### src/rtl/rau_pkg.sv
// Shared types and constants for the rational arithmetic unit.
package rau_pkg;

  localparam int unsigned FUNC_W = 2;
  localparam int unsigned NUM_W  = 33;
  localparam int unsigned DEN_W  = 32;

  typedef enum logic [FUNC_W-1:0] {
    FUNC_ADD = 2'd0,
    FUNC_SUB = 2'd1,
    FUNC_MUL = 2'd2,
    FUNC_DIV = 2'd3
  } func_e;

  typedef struct packed {
    logic busy;
    logic done;
  } div_stat_t;

endpackage

### src/rtl/rau_in_if.sv
// Operand channel: operation code and two signed fractions.
interface rau_in_if #(
  parameter int unsigned OPERAND_WIDTH = 16
);
  logic                            valid;
  logic                            ready;
  rau_pkg::func_e                  func;
  logic signed [OPERAND_WIDTH-1:0] a_num;
  logic signed [OPERAND_WIDTH-1:0] a_den;
  logic signed [OPERAND_WIDTH-1:0] b_num;
  logic signed [OPERAND_WIDTH-1:0] b_den;

  modport source (output valid, func, a_num, a_den, b_num, b_den, input ready);
  modport sink   (input valid, func, a_num, a_den, b_num, b_den, output ready);
endinterface

### src/rtl/rau_out_if.sv
// Result channel: one result fraction and an error flag.
interface rau_out_if;
  logic                             valid;
  logic                             ready;
  logic signed [rau_pkg::NUM_W-1:0] res_num;
  logic signed [rau_pkg::DEN_W-1:0] res_den;
  logic                             invalid;

  modport source (output valid, res_num, res_den, invalid, input ready);
  modport sink   (input valid, res_num, res_den, invalid, output ready);
endinterface

### src/rtl/rau_div.sv
// Restoring unsigned divider, one quotient bit per cycle.
module rau_div #(
  parameter int unsigned WIDTH = 33
) (
  input  logic               clk_i,
  input  logic               rst_ni,
  input  logic               start_i,
  input  logic [WIDTH-1:0]   dividend_i,
  input  logic [WIDTH-1:0]   divisor_i,
  output rau_pkg::div_stat_t stat_o,
  output logic [WIDTH-1:0]   quo_o,
  output logic [WIDTH-1:0]   rem_o
);

  localparam int unsigned CW = $clog2(WIDTH + 1);

  logic          run_q, run_d;
  logic          done_q, done_d;
  logic [CW-1:0] cnt_q, cnt_d;
  logic [WIDTH-1:0] rem_q, rem_d;
  logic [WIDTH-1:0] quo_q, quo_d;
  logic [WIDTH-1:0] dvs_q, dvs_d;

  logic [WIDTH:0] shifted;
  logic [WIDTH:0] diff;
  logic           fits;

  // Trial subtract of the divisor from the shifted partial remainder
  assign shifted = {rem_q, quo_q[WIDTH-1]};
  assign diff    = shifted - {1'b0, dvs_q};
  assign fits    = (shifted >= {1'b0, dvs_q});

  // Load on start, then shift one bit per cycle
  always_comb begin
    run_d  = run_q;
    done_d = 1'b0;
    cnt_d  = cnt_q;
    rem_d  = rem_q;
    quo_d  = quo_q;
    dvs_d  = dvs_q;
    if (start_i) begin
      run_d = 1'b1;
      cnt_d = CW'(WIDTH);
      rem_d = '0;
      quo_d = dividend_i;
      dvs_d = divisor_i;
    end else if (run_q) begin
      rem_d = fits ? diff[WIDTH-1:0] : shifted[WIDTH-1:0];
      quo_d = {quo_q[WIDTH-2:0], fits};
      cnt_d = cnt_q - 1'b1;
      if (cnt_q == CW'(1)) begin
        run_d  = 1'b0;
        done_d = 1'b1;
      end
    end
  end

  // Control registers
  always_ff @(posedge clk_i or negedge rst_ni) begin
    if (!rst_ni) begin
      run_q  <= 1'b0;
      done_q <= 1'b0;
      cnt_q  <= '0;
    end else begin
      run_q  <= run_d;
      done_q <= done_d;
      cnt_q  <= cnt_d;
    end
  end

  // Datapath registers
  always_ff @(posedge clk_i) begin
    rem_q <= rem_d;
    quo_q <= quo_d;
    dvs_q <= dvs_d;
  end

  assign stat_o.busy = run_q;
  assign stat_o.done = done_q;
  assign quo_o       = quo_q;
  assign rem_o       = rem_q;

endmodule

### src/rtl/rational_arithmetic_unit_top.sv
// Rational arithmetic unit: add, subtract, multiply, divide of signed fractions.
// Multiply and divide form the product pairs and skip the reduction; operand errors go straight to the result.
// Add and subtract also reduce the result by its gcd, found with Euclid steps on the shared bit-serial
// divider of width IW = min(2 * OPERAND_WIDTH + 1, 64).
// One item in flight; a finished result waits in the output register while the next starts.
// Reset clears the sequencer, the divider control and the output valid flag.
module rational_arithmetic_unit_top #(
  parameter int unsigned OPERAND_WIDTH = 16
) (
  input  logic clk_i,
  input  logic rst_ni,
  rau_in_if.sink    in_chan,
  rau_out_if.source out_chan
);

  localparam int unsigned W  = OPERAND_WIDTH;
  localparam int unsigned IW = (2 * W + 1 > 64) ? 64 : 2 * W + 1;

  typedef enum logic [10:0] {
    S_IDLE     = 11'b000_0000_0001,
    S_MUL      = 11'b000_0000_0010,
    S_SUM      = 11'b000_0000_0100,
    S_INIT     = 11'b000_0000_1000,
    S_GCD_GO   = 11'b000_0001_0000,
    S_GCD_WAIT = 11'b000_0010_0000,
    S_QN_GO    = 11'b000_0100_0000,
    S_QN_WAIT  = 11'b000_1000_0000,
    S_QD_GO    = 11'b001_0000_0000,
    S_QD_WAIT  = 11'b010_0000_0000,
    S_DONE     = 11'b100_0000_0000
  } state_e;

  function automatic logic [IW-1:0] mag(input logic [IW-1:0] v);
    return v[IW-1] ? (~v + 1'b1) : v;
  endfunction

  function automatic logic [IW-1:0] apply_sign(input logic [IW-1:0] m, input logic neg);
    return neg ? (~m + 1'b1) : m;
  endfunction

  state_e state_q, state_d;
  logic [1:0] mcnt_q, mcnt_d;
  logic       out_valid_q, out_valid_d;

  rau_pkg::func_e func_q, func_d;
  logic signed [W-1:0] an_q, an_d, ad_q, ad_d, bn_q, bn_d, bd_q, bd_d;
  logic        bad_q, bad_d;
  logic [IW-1:0] num_q, num_d, den_q, den_d, p_q, p_d;
  logic [IW-1:0] gx_q, gx_d, gy_q, gy_d, g_q, g_d;
  logic signed [rau_pkg::NUM_W-1:0] res_num_q, res_num_d;
  logic signed [rau_pkg::DEN_W-1:0] res_den_q, res_den_d;
  logic        res_inv_q, res_inv_d;

  logic signed [W-1:0]   mul_a, mul_b;
  logic signed [2*W-1:0] prod;
  logic signed [IW-1:0]  prod_ext;
  logic signed [63:0]    num_wide;
  logic signed [63:0]    den_wide;
  logic                  is_addsub;
  logic                  in_bad;

  logic          div_start;
  logic [IW-1:0] div_dividend, div_divisor, div_quo, div_rem;
  rau_pkg::div_stat_t div_stat;

  // Shared divider for Euclid remainders and the final reduction
  rau_div #(.WIDTH(IW)) u_div (
    .clk_i      (clk_i),
    .rst_ni     (rst_ni),
    .start_i    (div_start),
    .dividend_i (div_dividend),
    .divisor_i  (div_divisor),
    .stat_o     (div_stat),
    .quo_o      (div_quo),
    .rem_o      (div_rem)
  );

  assign is_addsub = (func_q == rau_pkg::FUNC_ADD) || (func_q == rau_pkg::FUNC_SUB);
  assign in_bad    = (in_chan.a_den == '0) || (in_chan.b_den == '0) ||
                     ((in_chan.func == rau_pkg::FUNC_DIV) && (in_chan.b_num == '0));

  // Pick the operand pair for the shared multiplier
  always_comb begin
    mul_a = an_q;
    mul_b = bd_q;
    unique case (mcnt_q)
      2'd0: begin
        mul_a = an_q;
        mul_b = (func_q == rau_pkg::FUNC_MUL) ? bn_q : bd_q;
      end
      2'd1: begin
        mul_a = is_addsub ? bn_q : ad_q;
        mul_b = is_addsub ? ad_q : ((func_q == rau_pkg::FUNC_MUL) ? bd_q : bn_q);
      end
      default: begin
        mul_a = ad_q;
        mul_b = bd_q;
      end
    endcase
  end

  assign prod     = mul_a * mul_b;
  assign prod_ext = IW'(prod);

  // Divider operands follow the issuing state
  always_comb begin
    div_start    = 1'b0;
    div_dividend = mag(gx_q);
    div_divisor  = mag(gy_q);
    priority case (1'b1)
      (state_q == S_GCD_GO): begin
        div_start = 1'b1;
      end
      (state_q == S_QN_GO): begin
        div_start    = 1'b1;
        div_dividend = mag(num_q);
        div_divisor  = mag(g_q);
      end
      (state_q == S_QD_GO): begin
        div_start    = 1'b1;
        div_dividend = mag(den_q);
        div_divisor  = mag(g_q);
      end
      default: ;
    endcase
  end

  assign num_wide = 64'(signed'(num_q));
  assign den_wide = 64'(signed'(den_q));

  // Sequencer
  always_comb begin
    state_d     = state_q;
    mcnt_d      = mcnt_q;
    out_valid_d = out_valid_q;
    func_d      = func_q;
    an_d        = an_q;
    ad_d        = ad_q;
    bn_d        = bn_q;
    bd_d        = bd_q;
    bad_d       = bad_q;
    num_d       = num_q;
    den_d       = den_q;
    p_d         = p_q;
    gx_d        = gx_q;
    gy_d        = gy_q;
    g_d         = g_q;
    res_num_d   = res_num_q;
    res_den_d   = res_den_q;
    res_inv_d   = res_inv_q;

    // Drop the result beat once taken
    if (out_valid_q && out_chan.ready) begin
      out_valid_d = 1'b0;
    end

    unique case (state_q)
      S_IDLE: begin
        if (in_chan.valid) begin
          func_d = in_chan.func;
          an_d   = in_chan.a_num;
          ad_d   = in_chan.a_den;
          bn_d   = in_chan.b_num;
          bd_d   = in_chan.b_den;
          bad_d  = in_bad;
          mcnt_d = 2'd0;
          if (in_bad) begin
            num_d   = '0;
            den_d   = '0;
            state_d = S_DONE;
          end else begin
            state_d = S_MUL;
          end
        end
      end
      S_MUL: begin
        mcnt_d = mcnt_q + 2'd1;
        unique case (mcnt_q)
          2'd0: num_d = prod_ext;
          2'd1: begin
            if (is_addsub) begin
              p_d = prod_ext;
            end else begin
              den_d   = prod_ext;
              state_d = S_DONE;
            end
          end
          default: begin
            den_d   = prod_ext;
            state_d = S_SUM;
          end
        endcase
      end
      S_SUM: begin
        num_d   = (func_q == rau_pkg::FUNC_ADD) ? (num_q + p_q) : (num_q - p_q);
        state_d = S_INIT;
      end
      S_INIT: begin
        // A zero numerator has the denominator as its divisor
        if (num_q == '0) begin
          g_d     = den_q;
          state_d = S_QN_GO;
        end else begin
          gx_d    = num_q;
          gy_d    = den_q;
          state_d = S_GCD_GO;
        end
      end
      S_GCD_GO: state_d = S_GCD_WAIT;
      S_GCD_WAIT: begin
        if (div_stat.done) begin
          if (div_rem == '0) begin
            g_d     = gy_q;
            state_d = S_QN_GO;
          end else begin
            gx_d    = gy_q;
            gy_d    = apply_sign(div_rem, gx_q[IW-1]);
            state_d = S_GCD_GO;
          end
        end
      end
      S_QN_GO: state_d = S_QN_WAIT;
      S_QN_WAIT: begin
        if (div_stat.done) begin
          num_d   = apply_sign(div_quo, num_q[IW-1] ^ g_q[IW-1]);
          state_d = S_QD_GO;
        end
      end
      S_QD_GO: state_d = S_QD_WAIT;
      S_QD_WAIT: begin
        if (div_stat.done) begin
          den_d   = apply_sign(div_quo, den_q[IW-1] ^ g_q[IW-1]);
          state_d = S_DONE;
        end
      end
      S_DONE: begin
        // Hold until the output register is free
        if (!out_valid_q || out_chan.ready) begin
          res_num_d   = num_wide[rau_pkg::NUM_W-1:0];
          res_den_d   = den_wide[rau_pkg::DEN_W-1:0];
          res_inv_d   = bad_q;
          out_valid_d = 1'b1;
          state_d     = S_IDLE;
        end
      end
      default: state_d = S_IDLE;
    endcase
  end

  // Control registers
  always_ff @(posedge clk_i or negedge rst_ni) begin
    if (!rst_ni) begin
      state_q     <= S_IDLE;
      mcnt_q      <= 2'd0;
      out_valid_q <= 1'b0;
    end else begin
      state_q     <= state_d;
      mcnt_q      <= mcnt_d;
      out_valid_q <= out_valid_d;
    end
  end

  // Datapath registers
  always_ff @(posedge clk_i) begin
    func_q    <= func_d;
    an_q      <= an_d;
    ad_q      <= ad_d;
    bn_q      <= bn_d;
    bd_q      <= bd_d;
    bad_q     <= bad_d;
    num_q     <= num_d;
    den_q     <= den_d;
    p_q       <= p_d;
    gx_q      <= gx_d;
    gy_q      <= gy_d;
    g_q       <= g_d;
    res_num_q <= res_num_d;
    res_den_q <= res_den_d;
    res_inv_q <= res_inv_d;
  end

  assign in_chan.ready    = (state_q == S_IDLE);
  assign out_chan.valid   = out_valid_q;
  assign out_chan.res_num = res_num_q;
  assign out_chan.res_den = res_den_q;
  assign out_chan.invalid = res_inv_q;

  // An error beat carries 0/0
  a_err_zero: assert property (@(posedge clk_i) disable iff (!rst_ni)
    out_chan.valid && out_chan.invalid |-> (out_chan.res_num == '0) && (out_chan.res_den == '0))
    else $error("error result is not 0/0");

  // The divider is only started when free
  a_div_free: assert property (@(posedge clk_i) disable iff (!rst_ni)
    div_start |-> !div_stat.busy)
    else $error("divider started while busy");

  // Euclid never divides by zero
  a_gcd_nz: assert property (@(posedge clk_i) disable iff (!rst_ni)
    (state_q == S_GCD_GO) |-> (gy_q != '0))
    else $error("zero divisor in gcd step");

  // A new beat is taken only with the divider idle
  a_ready_idle: assert property (@(posedge clk_i) disable iff (!rst_ni)
    in_chan.ready |-> !div_stat.busy && !div_stat.done)
    else $error("input ready while divider active");

endmodule

### src/flat_wrapper.sv
// flat-port wrapper written by rule: the top's interface ports become plain ports
module rational_arithmetic_unit_top_flat 
#(
  parameter int unsigned OPERAND_WIDTH = 16
)
  (clk_i, rst_ni, in_chan_valid, in_chan_func, in_chan_a_num, in_chan_a_den, in_chan_b_num, in_chan_b_den, in_chan_ready, out_chan_valid, out_chan_res_num, out_chan_res_den, out_chan_invalid, out_chan_ready);
  rau_in_if #(.OPERAND_WIDTH(OPERAND_WIDTH)) in_chan_i ();
  rau_out_if out_chan_i ();
  input  logic clk_i;
  input  logic rst_ni;
  input wire logic [$bits(in_chan_i.valid)-1:0] in_chan_valid;
  input wire logic [$bits(in_chan_i.func)-1:0] in_chan_func;
  input wire logic [$bits(in_chan_i.a_num)-1:0] in_chan_a_num;
  input wire logic [$bits(in_chan_i.a_den)-1:0] in_chan_a_den;
  input wire logic [$bits(in_chan_i.b_num)-1:0] in_chan_b_num;
  input wire logic [$bits(in_chan_i.b_den)-1:0] in_chan_b_den;
  output wire logic [$bits(in_chan_i.ready)-1:0] in_chan_ready;
  output wire logic [$bits(out_chan_i.valid)-1:0] out_chan_valid;
  output wire logic [$bits(out_chan_i.res_num)-1:0] out_chan_res_num;
  output wire logic [$bits(out_chan_i.res_den)-1:0] out_chan_res_den;
  output wire logic [$bits(out_chan_i.invalid)-1:0] out_chan_invalid;
  input wire logic [$bits(out_chan_i.ready)-1:0] out_chan_ready;
  assign in_chan_i.valid = in_chan_valid;
  assign in_chan_i.func = in_chan_func;
  assign in_chan_i.a_num = in_chan_a_num;
  assign in_chan_i.a_den = in_chan_a_den;
  assign in_chan_i.b_num = in_chan_b_num;
  assign in_chan_i.b_den = in_chan_b_den;
  assign in_chan_ready = in_chan_i.ready;
  assign out_chan_valid = out_chan_i.valid;
  assign out_chan_res_num = out_chan_i.res_num;
  assign out_chan_res_den = out_chan_i.res_den;
  assign out_chan_invalid = out_chan_i.invalid;
  assign out_chan_i.ready = out_chan_ready;
  rational_arithmetic_unit_top #(.OPERAND_WIDTH(OPERAND_WIDTH)) u_core (.clk_i(clk_i), .rst_ni(rst_ni), .in_chan(in_chan_i), .out_chan(out_chan_i));
endmodule
### config.mk
export PLATFORM = sky130hd
export DESIGN_NAME = rational_arithmetic_unit_top_flat
export DESIGN_NICKNAME = d
export VERILOG_FILES = /design/src/rtl/rau_pkg.sv /design/src/rtl/rau_in_if.sv /design/src/rtl/rau_out_if.sv /design/src/rtl/rau_div.sv /design/src/rtl/rational_arithmetic_unit_top.sv /design/src/flat_wrapper.sv
export SDC_FILE = /design/constraint.sdc
export NUM_CORES = 2
export LEC_CHECK = 0
export BUFFER_PORTS_ARGS = -buffer_cell sky130_fd_sc_hd__clkbuf_2
export CAP_MARGIN = 30
export CORE_ASPECT_RATIO = 0.8
export CORE_UTILIZATION = 45
export DETAILED_ROUTE_END_ITERATION = 8
export GPL_ROUTABILITY_DRIVEN = 0
export MAX_ROUTING_LAYER = met4
export SYNTH_ARGS = -nofsm -noshare
export SYNTH_HDL_FRONTEND = slang
export SYNTH_SLANG_ARGS = --single-unit
### constraint.sdc
create_clock -name clk_i -period 8.96 [get_ports clk_i]
set_input_delay 0.896 -clock clk_i [delete_from_list [all_inputs] [get_ports clk_i]]
set_output_delay 0.896 -clock clk_i [all_outputs]
set_load 0.02 [all_outputs]
==> results by group <==
Logic synthesis
  – Syn_nets: 4386
  – Post-Syn Instances: 3892
  – Post-synthesis sequential area ratio: 35.4%
  – Post-synthesis cell area: 37000 sq um
  – FF+latch count, synth: 451
  – Syn avg cell area: 9.51 sq um
  – Yosys cell types: 86
  – Synth Warn #: 0
  – FFs w/ async S/R, synth: 4.88%
  – Synth Flop Type: edfxtp_1
  – EDFF count, synth: 396

Clock network
  – Clk buf depth: 3
  – CTS sink cnt: 451
  – Post-CTS Hold Buffers: 0
  – Root buf cell: clkbuf_16
  – CTS H-tree depth: 2
  – CTS Buf Count: 50
  – Register clock-pin slew on the reported worst setup and hold paths: 0.06 ns
  – CTS tree: yes
  – Clk_lat worst skew: 0.63 ns

Setup path
  – Crit. End Element: flop
  – R2R setup slack: 0.65 ns
  – Data required, critical path: 9.32 ns
  – Crit path max fanout: 16
  – WP data arrival: 8.67 ns
  – CP Buf/Inv Count: 6
  – Startpoint Class: flop
  – Slowest cell on the critical path: a2111oi_1
  – Kind of cell adding the most delay to the critical path: adder cells
  – R2R depth: 28
  – RR Startpoint: u_core.mcnt_q[1]
  – Kind of critical path: reg2reg
  – R2r endpoint: u_core.num_q[30]
  – Crit-path most repeated cell: fa_1
  – Crit-path max cell delay: 0.61 ns
  – Crit. Startpoint: u_core.mcnt_q[1]

Finish
  – Share of post-route cells with drive strength above 1: 8.50%
  – Layout area overhead: 10.1%
  – Total Nets Final: 4465

Routing
  – Final WL: 114000 um
  – Vias: 29.7k
  – DR vias/cell: 5.83
  – Final antenna-violating net count: 0
  – Initial DRC count: 3289
  – DR WL/cell: 22.4 um
  – Drt pass-1 iters: 6
  – Drc violations: 0

Die
  – Die height: 259 um
  – Core area: 81000 sq um
  – Chip Width: 323 um
  – Core Rows: 93
  – Die area: 83400 sq um
  – I/O pins: 138
  – Initial core utilization: 45.7%

Global routing
  – Met2 Usage GRT: 38.8%
  – Grt ovf: 0
  – Busiest grt layer: met1
  – First-pass GRT wire length: 176000 um
  – GRT Total Usage: 28.6%
  – Largest net degree at the start of global routing: 78
  – Initial antenna violation count: 4
  – Number of global-route vias before repair: 28.5k
  – Routing usage on met1: 42.5%
  – Met3 Resource Use GR: 6.74%

STA
  – Count of pins over their slew limit: 0
  – Final hold vios: 0
  – Skew final: 0.0249 ns
  – Peak Freq: 0.120 GHz
  – Hold_ws: 0.263 ns
  – RSZ-0062 raised after global routing: false
  – Setup_tns: 0 ns
  – Max_slew headroom: 28.4%
  – Endpoints failing setup: 0
  – Worst Max-Slew Pin Slew: 1.07 ns
  – Fin crit share: 92.8%
  – Tmin final: 8.31 ns

Placed design
  – Post-DP HPWL: 88500 um
  – Buffers on Ports: 137

Min path
  – Min-delay worst type: in2async

Flow run
  – Max-Cap Viols: 0

Outcome
  – Outcome: completed
[placed cells by master (no fill, tap or decap), drive strengths merged, types with 40 or more instances in the layout]
cell type	Yosys	routed
nor3	56	56
edfxtp	396	396
o31ai	57	57
fa	264	264
ha	160	160
xor2	162	162
nand2	519	519
nor2	309	309
or4	40	40
nand2b	42	42
clkbuf	156	191
nand3	41	41
a21oi	170	170
buf	12	58
inv	414	418
xnor2	194	194
o21ai	247	247
[flip-flops by register name, indices dropped and copies added, names as in the netlist, 33 cells and up]
signal                   cells
u_core.u_div.dvs_q          33
u_core.gy_q                 33
u_core.u_div.quo_o          33
u_core.out_chan.res_num     33
u_core.gx_q                 33
u_core.u_div.rem_o          33
u_core.den_q                33
u_core.g_q                  33
u_core.num_q                33
[routing by layer]
metal	up-vias	wire [um]
met2	1339	46300
met4	0	3080
met1	14600	52800
met5	-	0
li1	13700	-
met3	176	12400
[through the flow]
stage	setup WS [ns]	instances	utilization, %	cell area, sq um
2_1_floorplan	0.993	3892	-	37000
3_3_place_gp	0.603	5008	48.1	38900
3_5_place_dp	0.391	5010	48.1	39000
4_1_cts	0.354	5103	50.3	40700
5_1_grt	0.140	5106	50.3	40800
6_report	0.650	5106	50.3	40800
[cell usage after synthesis (9+ instances only)]
cell type	n	area [sq um]
dfrtp_1	21	526
a211o_1	10	87.6
o221ai_1	34	298
a222oi_1	12	120
o31ai_1	56	420
nand2_1	519	1950
nor2b_1	29	181
o41ai_1	34	298
a211oi_1	26	195
nor3b_1	9	67.6
fa_1	264	5290
edfxtp_1	396	11900
xnor2_1	194	1700
o21ai_0	244	1220
nor3_1	55	275
nor2_1	309	1160
mux2i_1	25	250
a21o_1	32	240
o21bai_1	14	105
and2_1	27	169
a31oi_1	18	113
inv_1	413	1550
nor4_1	37	231
and3_1	15	93.8
a21oi_1	170	851
buf_1	10	37.5
ha_1	160	2000
nand4_1	21	131
or2_2	21	131
o21a_1	18	135
o211ai_1	26	195
clkbuf_1	156	586
o31a_1	9	78.8
nand3_1	41	205
xor2_1	162	1420
nand3b_1	16	120
or4_1	37	278
or3_1	32	200
nand2b_1	42	263
dfxtp_1	33	661
a22oi_1	39	293
[area by class of cell]
| class | instances | area (sq um) |
|---|---|---|
| fillers | 7542 | 40200 |
| multi-input cells | 2858 | 21800 |
| flip-flops and latches | 451 | 13100 |
| inverters | 415 | 1560 |
| well taps | 1092 | 1370 |
| clock buffers | 54 | 1270 |
| repair buffers | 195 | 1160 |
| clock inverters | 39 | 478 |
| diodes | 2 | 5.00 |
[worst max path at each step]
stage / end / slack [ns] / cells after the start
3_3_place_gp: u_core.num_q[31] / 0.60 / 25
3_5_place_dp: u_core.num_q[31] / 0.39 / 25
2_1_floorplan: u_core.num_q[30] / 0.99 / 32
5_1_grt: u_core.num_q[30] / 0.14 / 28
4_1_cts: u_core.num_q[31] / 0.35 / 25
6_report: u_core.num_q[30] / 0.65 / 28
[logic make-up (layout without fill, tap and decap cells)]
logic type               after synthesis  in the layout  share of synthesized area [%]
AND/OR/NAND/NOR                     1245           1245                           15.7
flip-flops                           451            451                           35.4
XOR/XNOR                             356            356                           8.43
adder cells (fa/ha/maj)              424            424                           19.7
AO/OA/AOI/OAI                        805            805                           14.1
buffers and inverters                583            703                           5.94
other                                  0              2                              0
multiplexers                          28             28                          0.767
[timing repair]
action,in CTS,in global routing
buffers inserted,0,1
endpoints found under the setup margin,0,11
gates resized for setup,0,3
Power is not shown: default switching activity piles up to over one toggle a cycle in this logic, so the estimate is an artifact.
